$ cat src/design/bdil_pkg.sv
package bdil_pkg;

  localparam int DEF_MAX_WIDTH  = 1024;
  localparam int DEF_MAX_HEIGHT = 1024;

  localparam int CFG_W     = 11;
  localparam int APB_AW    = 3;
  localparam int APB_DW    = 32;
  localparam int PIX_W     = 8;
  localparam int COORD_W   = 10;

  // result queue
  localparam int RES_DEPTH = 8;
  localparam int RES_AW    = $clog2(RES_DEPTH);
  localparam int RES_LW    = $clog2(RES_DEPTH + 1);

  typedef enum logic [0:0] {
    REG_WIDTH  = 1'b0,
    REG_HEIGHT = 1'b1
  } reg_idx_t;

  typedef struct packed {
    logic [CFG_W-1:0] width;
    logic [CFG_W-1:0] height;
  } cfg_t;

  typedef struct packed {
    logic               pix;
    logic [COORD_W-1:0] col;
    logic [COORD_W-1:0] row;
    logic               last;
    logic               eof;
  } result_t;

  typedef struct packed {
    logic    a_valid;
    result_t a;
    logic    b_valid;
    result_t b;
  } push_t;

endpackage

$ cat src/design/bdil_cfg.sv
module bdil_cfg (
  input  logic                         clk,
  input  logic                         rst,
  input  logic                         psel,
  input  logic                         penable,
  input  logic                         pwrite,
  input  logic [bdil_pkg::APB_AW-1:0]  paddr,
  input  logic [bdil_pkg::APB_DW-1:0]  pwdata,
  output logic [bdil_pkg::APB_DW-1:0]  prdata,
  output logic                         pready,
  output bdil_pkg::cfg_t               cfg
);
  import bdil_pkg::*;

  reg_idx_t idx;
  logic     wr_en;

  assign idx    = reg_idx_t'(paddr[2]);
  assign wr_en  = psel && penable && pwrite;
  assign pready = 1'b1;

  always_ff @(posedge clk) begin
    if (rst) begin
      cfg.width  <= CFG_W'(DEF_MAX_WIDTH);
      cfg.height <= CFG_W'(DEF_MAX_HEIGHT);
    end else if (wr_en) begin
      unique case (idx)
        REG_WIDTH:  cfg.width  <= pwdata[CFG_W-1:0];
        REG_HEIGHT: cfg.height <= pwdata[CFG_W-1:0];
        default:    ;
      endcase
    end
  end

  always_comb begin
    unique case (idx)
      REG_WIDTH:  prdata = APB_DW'(cfg.width);
      REG_HEIGHT: prdata = APB_DW'(cfg.height);
      default:    prdata = '0;
    endcase
  end

endmodule

$ cat src/design/bdil_window.sv
module bdil_window #(
  parameter int MAX_WIDTH  = bdil_pkg::DEF_MAX_WIDTH,
  parameter int MAX_HEIGHT = bdil_pkg::DEF_MAX_HEIGHT
) (
  input  logic                         clk,
  input  logic                         rst,
  input  bdil_pkg::cfg_t               cfg,
  input  logic                         in_valid,
  output logic                         in_ready,
  input  logic [bdil_pkg::PIX_W-1:0]   pixel_value,
  input  logic [bdil_pkg::RES_LW-1:0]  res_level,
  output bdil_pkg::push_t              push
);
  import bdil_pkg::*;

  localparam int CW    = $clog2(MAX_WIDTH);
  localparam int WW    = $clog2(MAX_WIDTH + 1);
  localparam int RW    = $clog2(MAX_HEIGHT + 1);
  localparam int CMPWW = (WW > CFG_W) ? WW : CFG_W;
  localparam int CMPWH = (RW > CFG_W) ? RW : CFG_W;
  localparam int SUMW  = RES_LW + 1;

  // line store: bit 1 holds row y-2, bit 0 holds row y-1
  logic [1:0] line_mem [MAX_WIDTH];

  logic [CW-1:0] col_cnt;
  logic [RW-1:0] row_cnt;
  logic [8:0]    win;

  logic          s1_valid;
  logic [CW-1:0] s1_x;
  logic [RW-1:0] s1_y;
  logic          s1_last;
  logic          s1_flush;
  logic          s1_cur;
  logic [1:0]    rd_q;
  logic          fwd_hit;
  logic [1:0]    fwd_data;

  logic [WW-1:0]    w_eff;
  logic [RW-1:0]    h_eff;
  logic [CMPWW-1:0] w_wide;
  logic [CMPWH-1:0] h_wide;
  logic [CW-1:0]    x0;
  logic [RW-1:0]    y0;
  logic             last0;
  logic             flush0;
  logic             cur0;
  logic             acc;
  logic [SUMW-1:0]  pending;

  logic [1:0] rd;
  logic       lower;
  logic       upper;
  logic [1:0] wr_data;
  logic [8:0] win_next;
  logic       has_rows;
  logic [RW-1:0] r;

  always_comb begin
    w_wide = CMPWW'(cfg.width);
    h_wide = CMPWH'(cfg.height);
    if (w_wide == '0)
      w_eff = WW'(1);
    else if (w_wide > CMPWW'(MAX_WIDTH))
      w_eff = WW'(MAX_WIDTH);
    else
      w_eff = WW'(w_wide);
    if (h_wide == '0)
      h_eff = RW'(1);
    else if (h_wide > CMPWH'(MAX_HEIGHT))
      h_eff = RW'(MAX_HEIGHT);
    else
      h_eff = RW'(h_wide);
  end

  // clamp counters left past the end by a register change
  always_comb begin
    if (WW'(col_cnt) >= w_eff)
      x0 = CW'(w_eff - WW'(1));
    else
      x0 = col_cnt;
    last0  = (WW'(x0) == w_eff - WW'(1));
    flush0 = (row_cnt >= h_eff);
    y0     = flush0 ? h_eff : row_cnt;
    cur0   = !flush0 && (pixel_value != '0);
  end

  // room for the item in flight and this one, two results each at most
  assign pending  = SUMW'(res_level) + (s1_valid ? SUMW'(2) : SUMW'(0)) + SUMW'(2);
  assign in_ready = (pending <= SUMW'(RES_DEPTH));
  assign acc      = in_valid && in_ready;

  always_ff @(posedge clk) begin
    if (rst) begin
      col_cnt  <= '0;
      row_cnt  <= '0;
      s1_valid <= 1'b0;
      win      <= '0;
    end else begin
      s1_valid <= acc;
      if (acc) begin
        if (last0) begin
          col_cnt <= '0;
          row_cnt <= flush0 ? '0 : y0 + RW'(1);
        end else begin
          col_cnt <= x0 + CW'(1);
          row_cnt <= y0;
        end
      end
      if (s1_valid)
        win <= win_next;
    end
  end

  always_ff @(posedge clk) begin
    if (acc) begin
      s1_x     <= x0;
      s1_y     <= y0;
      s1_last  <= last0;
      s1_flush <= flush0;
      s1_cur   <= cur0;
      rd_q     <= line_mem[x0];
      // the write below lands after this read: take it from the write port
      fwd_hit  <= s1_valid && (s1_x == x0);
      fwd_data <= wr_data;
    end
    if (s1_valid)
      line_mem[s1_x] <= wr_data;
  end

  always_comb begin
    rd       = fwd_hit ? fwd_data : rd_q;
    lower    = (s1_y != '0) ? rd[0] : 1'b0;
    upper    = (s1_y > RW'(1)) ? rd[1] : 1'b0;
    wr_data  = {lower, s1_cur};
    if (s1_x == '0)
      win_next = {6'b0, upper, lower, s1_cur};
    else
      win_next = {win[5:0], upper, lower, s1_cur};
    has_rows = (s1_y != '0);
    r        = s1_y - RW'(1);

    push.a_valid = s1_valid && has_rows && (s1_x != '0);
    push.a.pix   = |win_next;
    push.a.col   = COORD_W'(s1_x - CW'(1));
    push.a.row   = COORD_W'(r);
    push.a.last  = !s1_last;
    push.a.eof   = 1'b0;

    // right edge: column beyond the image reads as zero
    push.b_valid = s1_valid && has_rows && s1_last;
    push.b.pix   = |win_next[5:0];
    push.b.col   = COORD_W'(s1_x);
    push.b.row   = COORD_W'(r);
    push.b.last  = 1'b1;
    push.b.eof   = s1_flush;
  end

endmodule

$ cat src/design/bdil_out_fifo.sv
module bdil_out_fifo (
  input  logic                         clk,
  input  logic                         rst,
  input  bdil_pkg::push_t              push,
  output logic [bdil_pkg::RES_LW-1:0]  level,
  output logic                         out_valid,
  input  logic                         out_ready,
  output bdil_pkg::result_t            head
);
  import bdil_pkg::*;

  result_t           q [RES_DEPTH];
  logic [RES_AW-1:0] wp;
  logic [RES_AW-1:0] rp;
  logic [1:0]        n_push;
  logic              pop;
  result_t           first;

  assign n_push    = 2'(push.a_valid) + 2'(push.b_valid);
  assign out_valid = (level != '0);
  assign pop       = out_valid && out_ready;
  assign first     = push.a_valid ? push.a : push.b;
  assign head      = q[rp];

  always_ff @(posedge clk) begin
    if (rst) begin
      wp    <= '0;
      rp    <= '0;
      level <= '0;
    end else begin
      wp    <= wp + RES_AW'(n_push);
      if (pop)
        rp <= rp + RES_AW'(1);
      level <= level + RES_LW'(n_push) - RES_LW'(pop);
    end
  end

  always_ff @(posedge clk) begin
    if (push.a_valid || push.b_valid)
      q[wp] <= first;
    if (push.a_valid && push.b_valid)
      q[wp + RES_AW'(1)] <= push.b;
  end

endmodule

$ cat src/design/binary_dilation_3x3.sv
// Streaming 3x3 binary dilation. Pixels enter in raster order, one item per
// clock; a nonzero byte counts as set and everything outside the image reads
// as zero. Results lag one row and one column: the item at (x,y) yields the
// result for (x-1,y-1), and the last item of a row also yields (width-1,y-1),
// so row 0 yields nothing and one flush row of width items (values ignored)
// must follow each image. Each item makes one read and one write of a single
// 2-bit-wide line store per pixel, with write-to-read forwarding for width 1.
// Results are taken from the registered item and pass through an 8-entry
// queue; input ready drops only while that queue cannot take two more items'
// results. The line store needs no clearing after reset. Registers: width at
// 0x0, height at 0x4 (11 bits each, 0 acts as 1, oversize is clamped); write
// them only while the block is idle.
module binary_dilation_3x3 #(
  parameter int MAX_WIDTH  = bdil_pkg::DEF_MAX_WIDTH,
  parameter int MAX_HEIGHT = bdil_pkg::DEF_MAX_HEIGHT
) (
  input  logic                          clk,
  input  logic                          rst,
  input  logic                          psel,
  input  logic                          penable,
  input  logic                          pwrite,
  input  logic [bdil_pkg::APB_AW-1:0]   paddr,
  input  logic [bdil_pkg::APB_DW-1:0]   pwdata,
  output logic [bdil_pkg::APB_DW-1:0]   prdata,
  output logic                          pready,
  input  logic                          in_valid,
  output logic                          in_ready,
  input  logic [bdil_pkg::PIX_W-1:0]    pixel_value,
  output logic                          out_valid,
  input  logic                          out_ready,
  output logic                          result_pixel,
  output logic [bdil_pkg::COORD_W-1:0]  out_col,
  output logic [bdil_pkg::COORD_W-1:0]  out_row,
  output logic                          last_in_run,
  output logic                          end_of_frame
);
  import bdil_pkg::*;

  cfg_t              cfg;
  push_t             push;
  logic [RES_LW-1:0] res_level;
  result_t           head;

  bdil_cfg u_cfg (
    .clk     (clk),
    .rst     (rst),
    .psel    (psel),
    .penable (penable),
    .pwrite  (pwrite),
    .paddr   (paddr),
    .pwdata  (pwdata),
    .prdata  (prdata),
    .pready  (pready),
    .cfg     (cfg)
  );

  bdil_window #(
    .MAX_WIDTH  (MAX_WIDTH),
    .MAX_HEIGHT (MAX_HEIGHT)
  ) u_window (
    .clk         (clk),
    .rst         (rst),
    .cfg         (cfg),
    .in_valid    (in_valid),
    .in_ready    (in_ready),
    .pixel_value (pixel_value),
    .res_level   (res_level),
    .push        (push)
  );

  bdil_out_fifo u_out_fifo (
    .clk       (clk),
    .rst       (rst),
    .push      (push),
    .level     (res_level),
    .out_valid (out_valid),
    .out_ready (out_ready),
    .head      (head)
  );

  assign result_pixel = head.pix;
  assign out_col      = head.col;
  assign out_row      = head.row;
  assign last_in_run  = head.last;
  assign end_of_frame = head.eof;

endmodule

$ cat config.mk
export PLATFORM = sky130hd
export DESIGN_NAME = binary_dilation_3x3
export DESIGN_NICKNAME = d
export VERILOG_FILES = /design/src/design/bdil_pkg.sv /design/src/design/bdil_cfg.sv /design/src/design/bdil_window.sv /design/src/design/bdil_out_fifo.sv /design/src/design/binary_dilation_3x3.sv
export SDC_FILE = /design/constraint.sdc
export NUM_CORES = 2
export LEC_CHECK = 0
export ABC_CLOCK_PERIOD_IN_PS = 71700
export CORE_MARGIN = 2
export CORE_UTILIZATION = 60
export CTS_CLUSTER_DIAMETER = 150
export DETAILED_ROUTE_END_ITERATION = 6
export DONT_BUFFER_PORTS = 1
export PLACE_DENSITY = 0.74
export SLEW_MARGIN = 0
export SYNTH_ARGS = -nofsm -noshare
export SYNTH_HDL_FRONTEND = slang
export SYNTH_SLANG_ARGS = --single-unit
$ cat constraint.sdc
create_clock -name clk -period 71.7 [get_ports clk]
set_clock_uncertainty 0.05 [all_clocks]
set_input_delay 10.755 -clock clk [delete_from_list [all_inputs] [get_ports clk]]
set_output_delay 10.755 -clock clk [all_outputs]
set_load 0.03 [all_outputs]
Word-level counts from Yosys, hierarchy flattened

Memory sizes are Yosys's and may differ from the RTL's. A register that Yosys moved wholly into a read port is not among the register bits.
Index checks and enable logic that the tools add are counted.

Register bits: 87
RAM bits: 2,232
Input port bits: 50
Output and inout port bits: 58
Word-level logic and storage cells: 88
Memories: 2

Memories:

| memory            | words | width | read ports | clocked after memory_dff | write ports | RTL line            | text |
|---|---|---|---|---|---|---|---|
| u_window.line_mem | 1,024 | 2     | 1          | 1                        | 1           | bdil_window.sv:24   | `logic [1:0] line_mem [MAX_WIDTH];` |
| u_out_fifo.q      | 8     | 23    | 1          | 1                        | 2           | bdil_out_fifo.sv:12 | `result_t q [RES_DEPTH];` |

$add $sub $neg: 13
$lt $le $gt $ge: 6
Equal/unequal tests: 2
Multiplexer cells: 24
Bitwise logic cells: 1
Reductions and logical operators: 24

Operators by type and width:

| kind                    | count |
|---|---|
| $mux W11                | 7 |
| $pmux W32 S2            | 1 |
| $mux W23                | 1 |
| $gt A11 B11 Y1 const B  | 2 |
| $logic_not A11 Y1       | 2 |
| $mux W10                | 2 |
| $sub A10 B1 Y10 const B | 2 |
| $add A11 B1 Y11 const B | 1 |
| $eq A10 B11 Y1          | 1 |
| $ge A10 B11 Y1          | 1 |
| $ge A11 B11 Y1          | 1 |
| $gt A11 B1 Y1 const B   | 1 |
| $reduce_bool A11 Y1     | 1 |
| $sub A11 B1 Y11 const B | 1 |
| $add A10 B1 Y10 const B | 1 |
| $eq A10 B10 Y1          | 1 |
| $logic_and A1 B1 Y1     | 10 |
| $logic_not A10 Y1       | 1 |
| $reduce_bool A10 Y1     | 1 |
| $mux W9                 | 1 |
| $reduce_or A9 Y1        | 1 |
| $mux W1                 | 8 |
| $reduce_bool A8 Y1      | 1 |
| $add A3 B1 Y3 const B   | 2 |
| other kinds (15)        | 19 |

Depth between registers and ports, before layout

Depth after elaboration: 8
Gate-level depth with buffers: 26

Cells and area by module

Synthesis repeated with hierarchy kept, for this count alone.

Cells, all modules: 7,830
Area total of the unflattened synthesis: 100,152.3 um^2

By module, submodules not included:

| module        | instances | cells an instance | area each (um^2) | sequential area each (um^2) |
|---|---|---|---|---|
| bdil_window   | 1         | 7,121             | 88,701.3         | 62,930.4 |
| bdil_out_fifo | 1         | 587               | 10,211.0         | 5,785.5 |
| bdil_cfg      | 1         | 122               | 1,239.9          | 440.4 |

Worst setup path before layout

No wires, ideal clock.

Path kind: register -> register
Start: register u_window.s1_y[0]
End: register u_window.fwd_data[1], data pin
Setup time: 4.983 ns
Arrival time: 24.569 ns
Setup slack: 42.098 ns
Cell stages (with the launch flop): 8
Cell sequence: edfxtp_1 clkbuf_1 inv_1 ha_1 nand2b_1 nand2b_1 inv_1 nor2_1

Cells in the longest elaborated chain, start to end: 2

RTL lines:

| element                | RTL line           | text |
|---|---|---|
| from (decl)            | bdil_window.sv:32  | `logic [RW-1:0] s1_y;` |
| from (signal assigned) | bdil_window.sv:119 | `s1_y <= y0;` |
| $reduce_bool A11 Y1    | bdil_window.sv:134 | `lower = (s1_y != '0) ? rd[0] : 1'b0;` |
| $mux W1                | bdil_window.sv:134 |  |
| via u_window.lower     | bdil_window.sv:53  | `logic lower;` |
| to (signal assigned)   | bdil_window.sv:126 | `fwd_data <= wr_data;` |
| to (decl)              | bdil_window.sv:38  | `logic [1:0] fwd_data;` |

The timed path passes the listed nets, and every way through them passes these cells.
A chain may end at the register's enable or synchronous reset.

Final worst setup path

Start: input paddr[2] (netlist bit)
End: output prdata[10] (netlist bit)

Cells in the longest elaborated chain, start to end: 2

RTL lines:

| element          | RTL line                  | text |
|---|---|---|
| from (decl)      | binary_dilation_3x3.sv:22 | `input logic [bdil_pkg::APB_AW-1:0] paddr,` |
| $not A1 Y1       | bdil_cfg.sv:36            | `unique case (idx)` |
| $pmux W32 S2 (*) | bdil_cfg.sv:36            |  |
| to (decl)        | binary_dilation_3x3.sv:24 | `output logic [bdil_pkg::APB_DW-1:0] prdata,` |

Every way passes the cells marked *; elsewhere a longest branch is shown, timed or not. The select of a mux whose other input is x is not followed.

==> flow_summary.toml <==
[floorplanning]
num_rows = 148
fp.dieH_um = 410
ios = 108
core_mm2 = 0.163
die_x_um = 410
start_util_pct = 60.6
die_area_mm2 = 0.168

[clocking]
cts_setup_buffers = 0
clock_path_buffers = 3
cts_tree = "done"
clk_pin_slew_worst_paths_ns = 0.06
clk_latency_ns = 0.87
root_buffer = "clkbuf_16"
cts.sinks = 2324
post_cts_resized = 0
cts_inserted_buffers = 219
hold_buffers = 0
cts-htree-levels = 4

[timing]
hold_ws_ns = 0.408
tns_ns = 0
tightest_slew_ns = 1.37
finalSetupViolCount = 0
slew_violations = 0
rsz0062_at_grt = "false"
min_period_ns = 22.27
hold_viol_final = 0
relSlewSlack_pct = 8.88
period_share_pct = 31.1
fmax_mhz = 44.9

[detailed_routing]
wl_per_cell_um = 27.8
postRouteAntennaNets = 0
dr.pass1.iters = 6
vias = 66500
viasPerCell = 6.58
wl_um = 280000
drc = 0
drt_iter0_drc = 11500

[pwr]
p_leak_nw = 33.7
p_per_area_mw_per_mm2 = 31.6
ir_drop_v = 0.0000407
total_power_mw = 3.39

[logic_synthesis]
synth_cells = 7963
yosysTopAreaCell = "edfxtp_1"
synth-edff-count = 2253
synth.area.top_cells = "edfxtp_1, nand2_1, nor2_1"
synth_seq_cells = 2324
synth.cell_area_mm2 = 0.0987
ys_warn_count = 0
async_flop_share_pct = 0
avgSynthCellArea_um2 = 12.4
synth_top_area_share_pct = 68.6
ys.flop_type = "edfxtp_1"
synth_cell_types = 83
ys_seq_area_share_pct = 70.0

[placed_design]
gp_routability_congestion = 0.874
io_buffers = 0
place_hpwl_um = 148000

[global_route]
grt_pass1_wl_um = 406000
grt_max_degree = 253
grt_antenna_before_repair = 13
grt-ovfl-total = 0
first_global_vias = 63600
grtUsageTotal_pct = 32.9

[finish]
fin_nets = 7830
area_growth_pct = 8.72
final_cell_mix = "edfxtp_1, nand2_1, nor2_1"
layout-drive-gt1-share_pct = 7.95
final_core_util_pct = 65.8
layout_commonest_cell = "edfxtp_1"

[hold_path]
worst_hold_startpoint = "u_window.win[3]"
hold_path.class = "reg2reg"

[worst_setup_path]
critPathSlowestCell = "o21ai_0"
critPathKind = "in2out"
critPathTopFamily = "compound AO/OA/AOI/OAI gates"
worstReg2RegStart = "u_cfg.cfg[18]"
startpoint_type = "input pin"
cp.arrival_ns = 11.47
cp-startpoint = "paddr[2]"
path_cells = "o21ai_0"
worstPathRequired_ns = 60.90
crit_fanout = 15
crit_buf_inv = 0
critical-path-max-stage-delay_ns = 0.71
end_kind = "output port"

[flow_run]
drv_cap = 0

[run_status]
status = "completed"
-- final timing paths --
| path | endpoint | slack (ns) | depth (start not counted) |
|---|---|---|---|
| max reg2reg | u_window.rd_q[0] | 62.19 | 21 |
| max | prdata[10] | 49.43 | 1 |
| min reg2reg | u_window.win[3] | 0.41 | 2 |
| min | u_window.win[3] | 0.41 | 2 |
-- synth_stat cells, drive strengths merged (14+ instances only) --
| master | number |
|---|---|
| xor2 | 17 |
| dfxtp | 71 |
| a31o | 17 |
| o21ai | 161 |
| and3 | 17 |
| nor2 | 1214 |
| nor4 | 109 |
| or4 | 20 |
| nor3 | 49 |
| clkbuf | 336 |
| nand2 | 1456 |
| mux2i | 415 |
| nand4 | 27 |
| o31ai | 45 |
| inv | 65 |
| mux2 | 34 |
| o21a | 15 |
| ha | 45 |
| o41ai | 24 |
| a31oi | 50 |
| and2 | 14 |
| mux4 | 51 |
| nand3 | 261 |
| xnor2 | 38 |
| a21oi | 506 |
| o22ai | 191 |
| buf | 291 |
| edfxtp | 2253 |
-- flip-flops by register name (all words and copies together) (netlist names), named ones only --
signal             flops
u_window.win           6
u_cfg.cfg             22
u_out_fifo.wp          3
u_window.fwd_hit       1
u_window.s1_valid      1
u_window.col_cnt      10
u_window.s1_x         10
u_window.s1_last       1
u_window.row_cnt      11
u_out_fifo.q         184
u_window.s1_cur        1
u_out_fifo.level       4
u_window.s1_y         11
u_window.fwd_data      2
u_window.rd_q          2
u_window.s1_flush      1
u_window.line_mem   2048
u_out_fifo.rp          3
-- final cells by class --
type | instances | area (um2)
Clock inverter | 134 | 1090
Inverter | 68 | 268
Multi-Input combinational cell | 4964 | 27000
Antenna cell | 13 | 32.5
Fill cell | 11600 | 55700
Sequential cell | 2324 | 69100
Clock buffer | 270 | 5790
Timing Repair Buffer | 156 | 1330
Tap cell | 2175 | 2720
-- cell families after synthesis --
logic type,after synthesis,synth area share (%)
multiplexers,500,5.77
AND/OR/NAND/NOR,3215,13.3
XOR/XNOR,55,0.496
adder cells (fa/ha/maj),47,0.611
AO/OA/AOI/OAI,1125,6.80
flip-flops,2324,70.0
other,2,0.00761
buffers and inverters,695,3.01
-- stage by stage --
stage	area, um2	worst slack (ns)	std cells
after floorplan	98800	42.10	7983
after global placement	100000	49.43	9687
after detailed placement	100000	49.42	9687
after CTS	107000	49.42	10100
after global routing	107000	49.38	10100
final	107000	49.43	10100
-- power breakdown --
group | switching [mW] | internal [mW]
registers | 0.0124 | 1.59
clock network | 0.499 | 0.622
logic | 0.497 | 0.173
total | 1.01 | 2.39
-- per-layer routing --
metal  GRT usage (%)  routed length [um]  share of wire, %  up-vias
met3            7.03               37000                13      782
met4            16.6               15100               5.4        6
met5               0                  36             0.013        -
met2            50.6              128000                46     4572
met1            44.9               99800                36    32700
li1                -                   -                 -    28400
Power figures use the tool's default switching activity.
